## config.mk

```make
export PLATFORM = sky130hd
export DESIGN_NAME = lbls_fifo
export DESIGN_NICKNAME = d
export VERILOG_FILES = /design/src/hdl/lbls_fifo.sv
export SDC_FILE = /design/constraint.sdc
export NUM_CORES = 1
export LEC_CHECK = 0
export BUFFER_PORTS_ARGS = -buffer_cell sky130_fd_sc_hd__buf_4
export CELL_PAD_IN_SITES_DETAIL_PLACEMENT = 1
export CELL_PAD_IN_SITES_GLOBAL_PLACEMENT = 1
export CORE_AREA = 2 2 43 55
export DETAILED_ROUTE_END_ITERATION = 12
export DIE_AREA = 0 0 45 57
export PLACE_DENSITY_LB_ADDON = 0.2
export SLEW_MARGIN = 20
export SYNTH_ARGS = -nofsm -noshare
export SYNTH_HDL_FRONTEND = slang
export SYNTH_SLANG_ARGS = --single-unit
```

## constraint.sdc

```tcl
create_clock -name clk -period 1.86 [get_ports clk]
set_clock_uncertainty 0.2 [all_clocks]
set_input_delay 0.279 -clock clk [delete_from_list [all_inputs] [get_ports clk]]
set_output_delay 0.279 -clock clk [all_outputs]
set_load 0.01 [all_outputs]
```

## src/hdl/lbls_fifo.sv

```systemverilog
// Two-entry request queue between the classifier and the histogram engine.
// Depends on nothing but its WIDTH parameter.
`default_nettype none
module lbls_fifo #(
  parameter int WIDTH = 8
) (
  input  wire logic             clk,
  input  wire logic             rst,
  input  wire logic             push,
  input  wire logic [WIDTH-1:0] push_data,
  output logic                  full,
  input  wire logic             pop,
  output logic [WIDTH-1:0]      pop_data,
  output logic                  empty
);

  logic [WIDTH-1:0] slots [2];
  logic             wptr;
  logic             rptr;
  logic [1:0]       count;

  assign full     = count == 2'd2;
  assign empty    = count == 2'd0;
  assign pop_data = slots[rptr];

  always_ff @(posedge clk) begin
    if (push) slots[wptr] <= push_data;
  end

  always_ff @(posedge clk) begin
    if (rst) begin
      wptr  <= 1'b0;
      rptr  <= 1'b0;
      count <= 2'd0;
    end else begin
      if (push) wptr <= ~wptr;
      if (pop) rptr <= ~rptr;
      count <= count + 2'(push) - 2'(pop);
    end
  end

endmodule
`default_nettype wire

```

# Yosys cells after proc, flatten, opt, wreduce, memory -nomap -nowiden
# Memory sizes are Yosys's and may differ from the RTL's. A register that Yosys moved wholly into a read port is not among the register bits.
# Cells that the tools add are included.
# W data, S select, Z words.
[op_classes] addsub=2 eq_ne=1 mux=4 bitwise_logic=2 reduce_logical=1
[ops] cell="$mux W1" n=4
[ops] cell="$add A2 B1 Y2" n=1
[ops] cell="$eq A2 B2 Y1 const B" n=1
[ops] cell="$logic_not A2 Y1" n=1
[ops] cell="$not A1 Y1" n=2
[ops] cell="$sub A2 B1 Y2" n=1
[totals] register_bits=4 ramBits=16 out_inout_bits=10 elab_cells=14 mem_count=1
[mem_list] name="slots" words=2 width=8 read_ports=1 rd_ports_with_merged_regs=1 wr=1 line="17" text="logic [WIDTH-1:0] slots [2];"

# Longest topological paths before layout
[depth] word_depth=3 ltp_mapped=6 mapped_depth_nobuf=6

# Worst setup path before layout
# No wires, ideal clock.
[synth_path] path_kind="register to register" startpoint="register count[0]" endpoint="register count[1]" setup_ns=0.110 t_arrival_ns=1.031 required_ns=1.550 path_slack_ns=0.519 stages_incl_launch_ff=7 synth_period_minus_slack_ns=1.341 cell_sequence="dfxtp_1 inv_1 ha_1 inv_1 ha_1 xnor3_1 nor2_1"
[synth_between] elab_chain_len=2
[synth_lines] item="start: declaration" line="20" text="logic [1:0] count;"
[synth_lines] item="start signal: assignment" line="38" text="count <= count + 2'(push) - 2'(pop);"
[synth_lines] item="$add A2 B1 Y2" line="38"
[synth_lines] item="$sub A2 B1 Y2" line="38"
# No other way between the ends.
# A chain may end at the register's enable or synchronous reset.

==> key figures <==
Routing
  • DRC: 0
  • Vias per inst: 4.66
  • WL final: 1230 um
  • Initial DRC count: 4
  • Vias: 471
  • Final ANT Viol Nets: 0
  • Drt wl/cell: 12.1 um
  • DR pass1 iterations: 2

Clock network
  • CTS max path bufs: 2
  • TritonCTS clock tree: built
  • Htree depth: 1
  • Clock transition at path regs: 110 ps
  • Clock sinks: 21
  • CTS root buf: clkbuf_4
  • Clk_lat worst skew: 280 ps
  • CTS Buf Count: 3

Synthesis
  • Synth cell types: 11
  • Avg Inst Size Synth: 17.2 sq um
  • Sequential-to-total area share from yosys stat: 73.3%
  • Synth Warn #: 0
  • Mapped Cells: 46
  • Synth Register Bits: 21
  • Post-Syn Nets: 60
  • Mapped Area: 792 sq um

Floorplanning
  • Chip width: 45 um
  • Ports: 22
  • Rows: 19
  • Die height: 57 um
  • Die footprint: 0.00257 sq mm
  • Initial Utilization: 37.9%
  • Core area: 0.00209 sq mm

Setup path
  • Crit. path cell count: 2
  • Slowest Stage Delay on Critical Path: 440 ps
  • CP endpoint kind: primary output
  • CP Buf/Inv Count: 1
  • Worst path cell trace: mux2_2, buf_4
  • Critical path peak fanout: 8
  • Critical-path cell with the highest stage delay: dfxtp_2
  • Startpoint Class: flip-flop
  • Crit path max-delay family: flip-flops
  • Req. time, crit path: 1380 ps
  • Critical path class: reg -> out
  • CP arrival: 1230 ps
  • R2r worst-path depth: 6

Min path
  • Worst hold path depth: 3
  • Worst min path class: in -> reg

Finish
  • Fillers: 214
  • Inserted Diodes: 0
  • Share of layout cells above drive strength 1: 42.5%
  • Most frequent cells in the layout: buf_4, edfxtp_1, dlygate4sd3_1
  • Commonest non-fill, non-tap cell in the layout: buf_4
  • Nets@finish: 95
  • Area growth from synthesis to layout: 38.4%

Global route
  • Total grt overflow: 0
  • Initial antenna violation count: 0
  • Vias in the first global route: 526
  • Gr usage total: 11.4%
  • First-pass GRT wire length: 2140 um
  • Largest net degree at the start of global routing: 12

STA
  • Worst-Margin Slew: 430 ps
  • Final Critical Period: 1710 ps
  • Setup violators final: 0
  • Relative slew slack: 71.3%
  • Final period utilization: 91.9%
  • Unrepaired setup endpoints after global routing: no
  • Setup TNS Final: 0 ps
  • FMAX: 585 MHz
  • Endpoints failing hold: 0
  • Final slew viol count: 0
  • Final worst slack: 151 ps

Power and ir drop
  • Combinational Power Share: 19.9%
  • Leakage Power: 0.440 nW
  • Maximum VDD drop: 476 uV
  • Sequential share of power: 58.8%
  • Switching pwr: 213 uW
  • Total power: 962 uW
  • P_int: 749 uW
  • Switching part of the total power: 22.1%
  • Clk pwr share: 21.3%
  • Pwr/cell area: 878 mW/mm^2

Placed design
  • PortBufs: 21
  • Final GP Congestion: 0.624
  • DP Worst Slack: 326 ps

Status
  • Status: finished, final reports clean

Run
  • Maxcap violations: 0
==> worst register-to-register path, delay by kind of cell, from the launching register on <==
| family | cells | cell delay [ps] |
|---|---|---|
| adders and majority gates | 2 | 400 |
| DFF | 1 | 360 |
| xor gates and xnor gates | 1 | 210 |
| buffers and inverters | 2 | 100 |
| and+or+nand+nor | 1 | 80 |
==> power by group through the flow <==
stage | clock network, mW | registers, mW | logic [mW]
floorplan | 0 | 0.567 | 0.104
global placement | 0 | 0.576 | 0.176
detailed placement | 0 | 0.578 | 0.179
CTS | 0.213 | 0.568 | 0.195
global route | 0.227 | 0.572 | 0.214
finish | 0.205 | 0.566 | 0.191
==> cells by family (layout without fill, tap and decap cells) <==
group	after synthesis	in the layout	share of synthesized area, %
and+or+nand+nor	9	9	5.53
muxes	8	8	11.4
adders and majority gates	2	2	3.16
DFF	21	21	73.3
xor gates and xnor gates	3	3	5.06
buffers and inverters	3	37	1.58
==> area by class of cell <==
class | instances | area (sq um) | share of cell area, %
Multi-Input combinational cell | 22 | 199 | 18.2
Tap cell | 21 | 26.3 | 2.40
Sequential cell | 21 | 582 | 53.1
Timing Repair Buffer | 31 | 255 | 23.3
Inverter | 2 | 7.51 | 0.685
Clock buffer | 4 | 26.3 | 2.40
==> state kept, by name, summed over array words and instances (netlist names), named ones only <==
register,flops
rptr,1
count,2
wptr,1
slots,16
==> worst paths after layout <==
path	startpoint	end	slack [ps]
worst min register to register	rptr	rptr	330
worst max-delay path	flip-flop	pop_data[1]	150
worst min-delay path	pop	rptr	60
worst max register to register	count[0]	count[1]	450
==> layer usage <==
metal  wire length [um]  global-route usage, %
met3                 46                   1.90
met4                 13                   5.04
met1                464                   12.3
met2                702                   20.8
met5                  0                      0
==> cells in the mapped netlist <==
cell type | instances | area share (%)
and2_1 | 1 | 0.79
buf_2 | 1 | 0.63
dfxtp_1 | 5 | 13
edfxtp_1 | 16 | 61
ha_1 | 2 | 3.2
inv_1 | 2 | 0.95
mux2_2 | 8 | 11
nor2_1 | 5 | 2.4
nor2b_1 | 3 | 2.4
xnor2_1 | 2 | 2.2
xnor3_1 | 1 | 2.8
==> timing repair <==
item	4_1_cts	5_1_grt
hold buffers	9	0
setup endpoints to repair	6	0
setup buffers	0	0
hold endpoints to repair	21	0
gates resized for setup	1	0
==> per-stage QoR <==
stage          std cells  utilization (%)  area, sq um  hold slack [ps]
6_report             101             52.4         1100             55.4
5_1_grt              101             52.4         1100             76.2
4_1_cts              101             52.4         1100             54.3
3_3_place_gp          88             46.8          978              264
2_1_floorplan         46                -          792              151
3_5_place_dp          88             46.8          978              266
(Power assumes the default switching activity.)
