===== config.mk =====
export PLATFORM = sky130hd
export DESIGN_NAME = lbls_front
export DESIGN_NICKNAME = d
export VERILOG_FILES = /design/src/hdl/lbls_pkg.sv /design/src/hdl/lbls_front.sv
export SDC_FILE = /design/constraint.sdc
export NUM_CORES = 2
export LEC_CHECK = 0
export ABC_AREA = 1
export BUFFER_PORTS_ARGS = -buffer_cell sky130_fd_sc_hd__buf_2
export CORE_ASPECT_RATIO = 0.6
export CORE_MARGIN = 5
export CORE_UTILIZATION = 40
export DETAILED_ROUTE_END_ITERATION = 8
export GPL_TIMING_DRIVEN = 0
export MAX_ROUTING_LAYER = met4
export PLACE_DENSITY = 0.69
export SYNTH_ARGS = -nofsm -noshare
export SYNTH_HDL_FRONTEND = slang
export SYNTH_SLANG_ARGS = --single-unit

===== constraint.sdc =====
create_clock -name clk -period 6.93 [get_ports clk]
set_clock_uncertainty 0.2 [all_clocks]
set_input_delay 0.693 -clock clk [delete_from_list [all_inputs] [get_ports clk]]
set_output_delay 0.693 -clock clk [all_outputs]
set_load 0.05 [all_outputs]

===== src/hdl/lbls_pkg.sv =====
// Shared types, widths, register codes and the square-root table for the
// log-bucket latency sketch. No dependencies.
`default_nettype none
package lbls_pkg;

  localparam int NUM_OPS_DEF  = 4;
  localparam int NUM_BINS_DEF = 256;

  localparam int LAT_W  = 48;
  localparam int CNT_W  = 16;
  localparam int Q_W    = 17;
  localparam int TOT_W  = 64;
  localparam int SAMP_W = 32;
  localparam int BCNT_W = 32;
  localparam int CFG_W  = 24;

  localparam logic [LAT_W-1:0] LAT_ONES = 48'hFFFF_FFFF_FFFF;
  localparam logic [Q_W-1:0]   Q_ONE    = 17'h10000;

  localparam logic ACT_ADD   = 1'b0;
  localparam logic ACT_QUERY = 1'b1;

  localparam logic [1:0] CFG_INV_LOG2 = 2'd0;
  localparam logic [1:0] CFG_LOG2     = 2'd1;
  localparam logic [1:0] CFG_REP      = 2'd2;

  localparam logic [23:0] INV_LOG2_RST = 24'd476614;
  localparam logic [15:0] LOG2_RST     = 16'd9011;
  localparam logic [16:0] REP_RST      = 17'd62415;

  typedef struct packed {
    logic             action;
    logic [1:0]       op_id;
    logic [CNT_W-1:0] exec_count;
    logic [LAT_W-1:0] latency;
    logic [Q_W-1:0]   quantile_q16;
  } item_t;

  typedef logic [31:0] root_tab_t [16];

  function automatic logic [63:0] isqrt64(input logic [63:0] v);
    logic [63:0] res;
    logic [63:0] bitv;
    logic [63:0] rem;
    res  = '0;
    bitv = 64'd1 << 62;
    rem  = v;
    for (int t = 0; t < 32; t++) begin
      if (bitv > rem) bitv = bitv >> 2;
    end
    for (int t = 0; t < 32; t++) begin
      if (bitv != 0) begin
        if (rem >= res + bitv) begin
          rem = rem - (res + bitv);
          res = (res >> 1) + bitv;
        end else begin
          res = res >> 1;
        end
        bitv = bitv >> 2;
      end
    end
    return res;
  endfunction

  // Entry j holds 2^(2^-(j+1)) in Q30.
  function automatic root_tab_t build_roots();
    root_tab_t   tab;
    logic [63:0] root;
    root = 64'd1 << 31;
    for (int j = 0; j < 16; j++) begin
      root   = isqrt64(root << 30);
      tab[j] = root[31:0];
    end
    return tab;
  endfunction

  localparam root_tab_t ROOT_TAB = build_roots();

endpackage
`default_nettype wire


===== src/hdl/lbls_front.sv =====
// Request classifier: takes requests and computes the histogram bin of an
// add's latency (normalize, squaring log2, scale). Uses lbls_pkg.
`default_nettype none
module lbls_front
  import lbls_pkg::*;
#(
  parameter int NUM_BINS = NUM_BINS_DEF,
  parameter int BW       = 8
) (
  input  wire logic             clk,
  input  wire logic             rst,
  input  wire logic             in_valid,
  output logic                  in_stall,
  input  wire logic             action,
  input  wire logic [1:0]       op_id,
  input  wire logic [CNT_W-1:0] exec_count,
  input  wire logic [LAT_W-1:0] latency,
  input  wire logic [Q_W-1:0]   quantile_q16,
  input  wire logic [23:0]      inv_log2_gamma,
  output logic                  push,
  output item_t                 push_item,
  output logic [BW-1:0]         push_bin,
  input  wire logic             full
);

  localparam logic [2:0] F_IDLE = 3'd0;
  localparam logic [2:0] F_NORM = 3'd1;
  localparam logic [2:0] F_SQR  = 3'd2;
  localparam logic [2:0] F_MUL  = 3'd3;
  localparam logic [2:0] F_BIN  = 3'd4;
  localparam logic [2:0] F_PUSH = 3'd5;

  logic [2:0]       state;
  item_t            item;
  logic [LAT_W-1:0] nrm;
  logic [5:0]       shamt;
  logic [31:0]      x;
  logic [15:0]      frac;
  logic [3:0]       rnd;
  logic [45:0]      prod;
  logic [BW-1:0]    bin;

  logic [63:0] sq;
  logic [32:0] y;
  logic [5:0]  expo;
  logic [21:0] lval;
  logic [14:0] pos;
  logic [BW-1:0] bin_sat;

  assign sq      = 64'(x) * 64'(x);
  assign y       = sq[63:31];
  assign expo    = 6'd47 - shamt;
  assign lval    = {expo, frac};
  assign pos     = {1'b0, prod[45:32]} + 15'(|prod[31:0]);
  assign bin_sat = (pos > 15'(NUM_BINS - 1)) ? BW'(NUM_BINS - 1) : BW'(pos);

  assign in_stall  = state != F_IDLE;
  assign push      = (state == F_PUSH) && !full;
  assign push_item = item;
  assign push_bin  = bin;

  always_ff @(posedge clk) begin
    if (rst) begin
      state <= F_IDLE;
    end else begin
      unique case (state)
        F_IDLE: begin
          if (in_valid) begin
            item  <= '{action, op_id, exec_count, latency, quantile_q16};
            nrm   <= latency;
            shamt <= '0;
            bin   <= '0;
            if (action == ACT_ADD && latency != '0) state <= F_NORM;
            else state <= F_PUSH;
          end
        end
        F_NORM: begin
          // Coarse byte steps first, then single bits, until bit 47 is set.
          if (nrm[47:40] == 8'd0) begin
            nrm   <= nrm << 8;
            shamt <= shamt + 6'd8;
          end else if (!nrm[47]) begin
            nrm   <= nrm << 1;
            shamt <= shamt + 6'd1;
          end else begin
            x     <= nrm[47:16];
            frac  <= '0;
            rnd   <= '0;
            state <= F_SQR;
          end
        end
        F_SQR: begin
          if (y[32]) begin
            x    <= y[32:1];
            frac <= {frac[14:0], 1'b1};
          end else begin
            x    <= y[31:0];
            frac <= {frac[14:0], 1'b0};
          end
          rnd <= rnd + 4'd1;
          if (rnd == 4'd15) state <= F_MUL;
        end
        F_MUL: begin
          prod  <= 46'(lval) * 46'(inv_log2_gamma);
          state <= F_BIN;
        end
        F_BIN: begin
          bin   <= bin_sat;
          state <= F_PUSH;
        end
        F_PUSH: begin
          if (!full) state <= F_IDLE;
        end
        default: state <= F_IDLE;
      endcase
    end
  end

endmodule
`default_nettype wire


Word level (Yosys, flattened, before mapping)
Cells that the tools add are included.

storage, ports and cells
  register bits = 247
  latch bits = 0
  bits in writable memories = 0
  memory bits (read-only) = 0
  bits of input ports = 112
  logic and storage cells = 83
  memories = 0

operators by class
  add/subtract/negate cells = 5
  $mul = 2
  divide/modulo/power cells = 0
  order comparisons = 1
  eq/ne operators = 12
  shifts and indexed selects = 0
  muxes and demuxes = 29
  bitwise operators = 2
  reduce and logical (&&, ||, !) cells = 18

operators with widths
  kind                   count
  $mux W48               3
  $mux W32               3
  $pmux W48 S2           1
  $mul A32 B32 Y64       1
  $pmux W32 S2           1
  $reduce_bool A48 Y1    1
  $mul A22 B24 Y46       1
  $mux W16               2
  $pmux W16 S2           1
  $reduce_or A32 Y1      1
  $mux W3                6
  $mux W6                3
  $pmux W3 S6            1
  $mux W8                2
  $pmux W8 S2            1
  $add A14 B1 Y15        1
  $gt A15 B8 Y1 const B  1
  $pmux W6 S2            1
  $ne A2 B2 Y1 const B   5
  $reduce_and A3 Y1      3
  $logic_not A8 Y1       1
  $mux W4                2
  $pmux W4 S2            1
  $reduce_and A4 Y1      2
  18 further kinds       24

Longest topological paths before layout
  depth in word-level cells = 5
  mapped depth = 36

Worst setup path after synthesis
No wires, ideal clock.

  path type = register to register
  start = register x[14]
  end = register x[6] (data pin)
  arrival = 6678 ps
  data required time = 6471 ps
  path slack = -207 ps
  cell stages (with the launch flop) = 30
  path buffers = 3
  path through = edfxtp_1 -> clkbuf_1 -> buf_1 -> nand2_1 -> fa_1 -> inv_1 -> fa_1 -> inv_1 -> fa_1 -> fa_1 -> inv_1 -> fa_1 -> inv_1 -> fa_1 -> inv_1 -> fa_1 -> fa_1 -> ha_1 -> nand2_1 -> nor2_1 -> nand2_1 -> nor2_1 -> nand2_1 -> nand2_2 -> nand2_2 -> nand3_1 -> nand2_4 -> buf_6 -> nand3_1 -> nand3_1

on the way
  longest elaborated chain between the ends = 3

ends and longest elaborated chain
  item                      RTL line          text
  start: declaration        lbls_front.sv:37  logic [31:0] x;
  start signal: assignment  lbls_front.sv:86  x <= nrm[47:16];
  start signal: assignment  lbls_front.sv:94  x <= y[32:1];
  start signal: assignment  lbls_front.sv:97  x <= y[31:0];
  $mul A32 B32 Y64          lbls_front.sv:50  assign sq = 64'(x) * 64'(x);
  $mux W32                  lbls_front.sv:93  if (y[32]) begin
  $pmux W32 S2              lbls_front.sv:66  unique case (state)

Every way passes these cells.
A chain may end at the register's enable or synchronous reset.

Final worst setup path
  start = register x[0]
  end = register x[13] (data pin)

The elaborated chain is that of the path after synthesis.

==> qor.csv <==
stage,metric,value,unit
floorplanning,core-area,147000,sq um
logic_synthesis,synth_flop_cell,edfxtp_1,
logic_synthesis,synth.area.top_cells,"fa_1, inv_1, edfxtp_1",
sta,setup_viol,37,
global_route,grt-ovfl-total,0,
logic_synthesis,yosysSeqAreaShare,0.126,
status,violations,setup timing,
logic_synthesis,synth_cell_types,42,
clocking,tritoncts,built,
worst_setup_path,path_class,flip-flop to flip-flop,
floorplanning,dieArea,155000,sq um
detailed_routing,detail_route.first_pass.iterations,6,
global_route,grt_pass1_vias,50200,
sta,worst_slack,-0.961,ns
layout,drive_above_1_share,0.171,
sta,slew_headroom,0.304,
worst_setup_path,endpoint_kind,flip-flop,
layout,area_growth,19.8,%
floorplanning,die_height,307,um
logic_synthesis,syn_nets,8873,
global_route,grt_max_degree,38,
floorplanning,rows,109,
clocking,cts-root-buf,clkbuf_16,
worst_setup_path,critPathBufInv,3,
sta,rsz0062_at_grt,yes,
sta,fin_crit,7.89,ns
logic_synthesis,synth_top_area_share,0.418,
worst_setup_path,required,7.18,ns
worst_setup_path,cp-start-kind,flip-flop,
place,portBuffers,185,
global_route,grt_pass1_wl,329,mm
clocking,clkSlewWorstSetupHoldPaths,0.06,ns
place,place_hpwl,184,mm
logic_synthesis,ys_ff_latch,247,
global_route,grt_usage,0.295,
logic_synthesis,syn_inst,7067,
clocking,cts_sinks,247,
worst_setup_path,worstPathMaxFanout,10,
worst_setup_path,crit_path_frequent_cell,nand2_2,
detailed_routing,first_iter_violations,6431,
detailed_routing,routedWlPerCell,23.6,um
worst_setup_path,path_delay_family,adder cells,
sta,max_freq,127,MHz
clocking,cts_hold_buf,0,
status,status,finished with violations,
logic_synthesis,synth_edf_count,244,
place,place.gp.congestion,1.05,
detailed_routing,vias,49800,
clocking,clk_latency,0.64,ns
sta,finalHoldViolCount,0,
layout,nFillCells,13700,
worst_setup_path,critPathMaxStageDelay,0.66,ns
sta,tightest_slew,1.04,ns
detailed_routing,ant_nets,0,
sta,slew_violations,0,
global_route,antenna_found_initial,11,
layout,fin_util,0.480,
logic_synthesis,yosys_warnings,0,
hold_path,worst_hold_path_type,primary input to flip-flop,
detailed_routing,totalWireLength,224,mm
detailed_routing,drc,0,
logic_synthesis,synth.avg_cell_area,8.32,sq um
worst_setup_path,cp_slowest_cell,fa_2,
logic_synthesis,postSynth.asyncResetShare,0,
clocking,cts_buffers,31,
logic_synthesis,synth_area,58800,sq um
detailed_routing,vias_per_cell,5.24,
job,max-cap-violations,0,
floorplanning,die_x,505,um
logic_synthesis,synth_area_leader_cell,fa_1,
floorplanning,start_util,0.401,
worst_setup_path,cp.arrival,8.15,ns
clocking,clockBufferDepth,3,
sta,post-route-period-util,1.14,
floorplanning,io-pin-count,206,
clocking,htree_levels,1,
layout,final_nets,9337,
-- cells in the final DEF, fill, tap and decap left out, types with 85 or more instances in the layout --
cell and count:
inv_1 2130, nand2_1 1566, fa_1 1145, ha_1 417, edfxtp_1 244, nor2_1 235, buf_4 211, buf_2 196
nand2_2 124, a21oi_1 85
-- cells in the mapped netlist (all sizes together) (2+ instances only) --
library cell and number:
inv 2196, nand2 1744, fa 1228, ha 466
nor2 286, edfxtp 244, clkbuf 209, nand3 176
a21oi 117, xor2 71, o21ai 67, o221ai 34
buf 32, xnor2 31, nor4 29, o21bai 26
nand4 24, nor3 24, a31oi 14, a21o 8
o211ai 7, or2 7, a31o 6, a211oi 5
o21a 5, and2 3, dfxtp 3, and3 2
-- worst paths after layout --
| check | startpoint | slack (ns) | endpoint | cells after the start |
|---|---|---|---|---|
| max | x[0] | -0.96 | x[13] | 28 |
| min | quantile_q16[11] | 0.04 | push_item[11] | 1 |
| max reg2reg | x[0] | -0.96 | x[13] | 28 |
| min reg2reg | state[2] | 0.40 | state[0] | 2 |
-- stage by stage --
step	hold WS [ns]	instance area, sq um	setup TNS, ns	std cells	worst slack, ns
2_1_floorplan	0.329	58800	0	7067	0.00176
3_3_place_gp	0.364	62200	-205.06	9194	-2.46
3_5_place_dp	0.381	62400	-102.08	9203	-2.50
4_1_cts	0.0121	68700	-22.15	9448	-0.745
5_1_grt	0.0255	70400	-34.19	9503	-1.08
6_report	0.0399	70400	-28.62	9503	-0.961
-- repair_timing --
item / in CTS / in global routing
setup buffers: 200 / 57
cloned: 10 / 1
endpoints found under the setup margin: 64 / 55
pin swaps: 180 / 212
resized for setup: 876 / 437
-- metal layers --
metal / vias up / global-route usage / wire length, um
met5: - / - / 0
met4: 0 / 0.0585 / 5320
met3: 358 / 0.147 / 41000
met2: 3507 / 0.362 / 82400
met1: 24700 / 0.430 / 95500
li1: 21300 / - / -
-- final cells by class --
| cell class | instances | area (sq um) | share of cell area |
|---|---|---|---|
| Multi-Input combinational cell | 4383 | 45200 | 0.642 |
| Clock inverter | 23 | 269 | 0.00382 |
| Antenna cell | 6 | 15.0 | 0.000213 |
| Sequential cell | 247 | 7390 | 0.105 |
| Inverter | 2196 | 8260 | 0.117 |
| Tap cell | 1942 | 2430 | 0.0345 |
| Buffer | 215 | 2470 | 0.0351 |
| Timing Repair Buffer | 457 | 3570 | 0.0507 |
| Clock buffer | 34 | 787 | 0.0112 |
-- registers in the layout, indices dropped and copies added, names as in the netlist --
name / flops
shamt: 6
push_item: 84
nrm: 48
rnd: 4
x: 32
frac: 16
push_bin: 8
state: 3
prod: 46
-- kinds of logic (layout without fill, tap and decap cells) --
family                   count (synthesis)  in the layout  synth area share
XOR/XNOR                               102            102            0.0152
AO/OA/AOI/OAI                          290            290            0.0298
buffers and inverters                 2437           2925             0.157
adder cells (fa/ha/maj)               1694           1694             0.517
flip-flops                             247            247             0.126
AND/OR/NAND/NOR                       2297           2297             0.155
other                                    0              6                 0
Power is not shown: default switching activity piles up to over one toggle a cycle in this logic, so the estimate is an artifact.
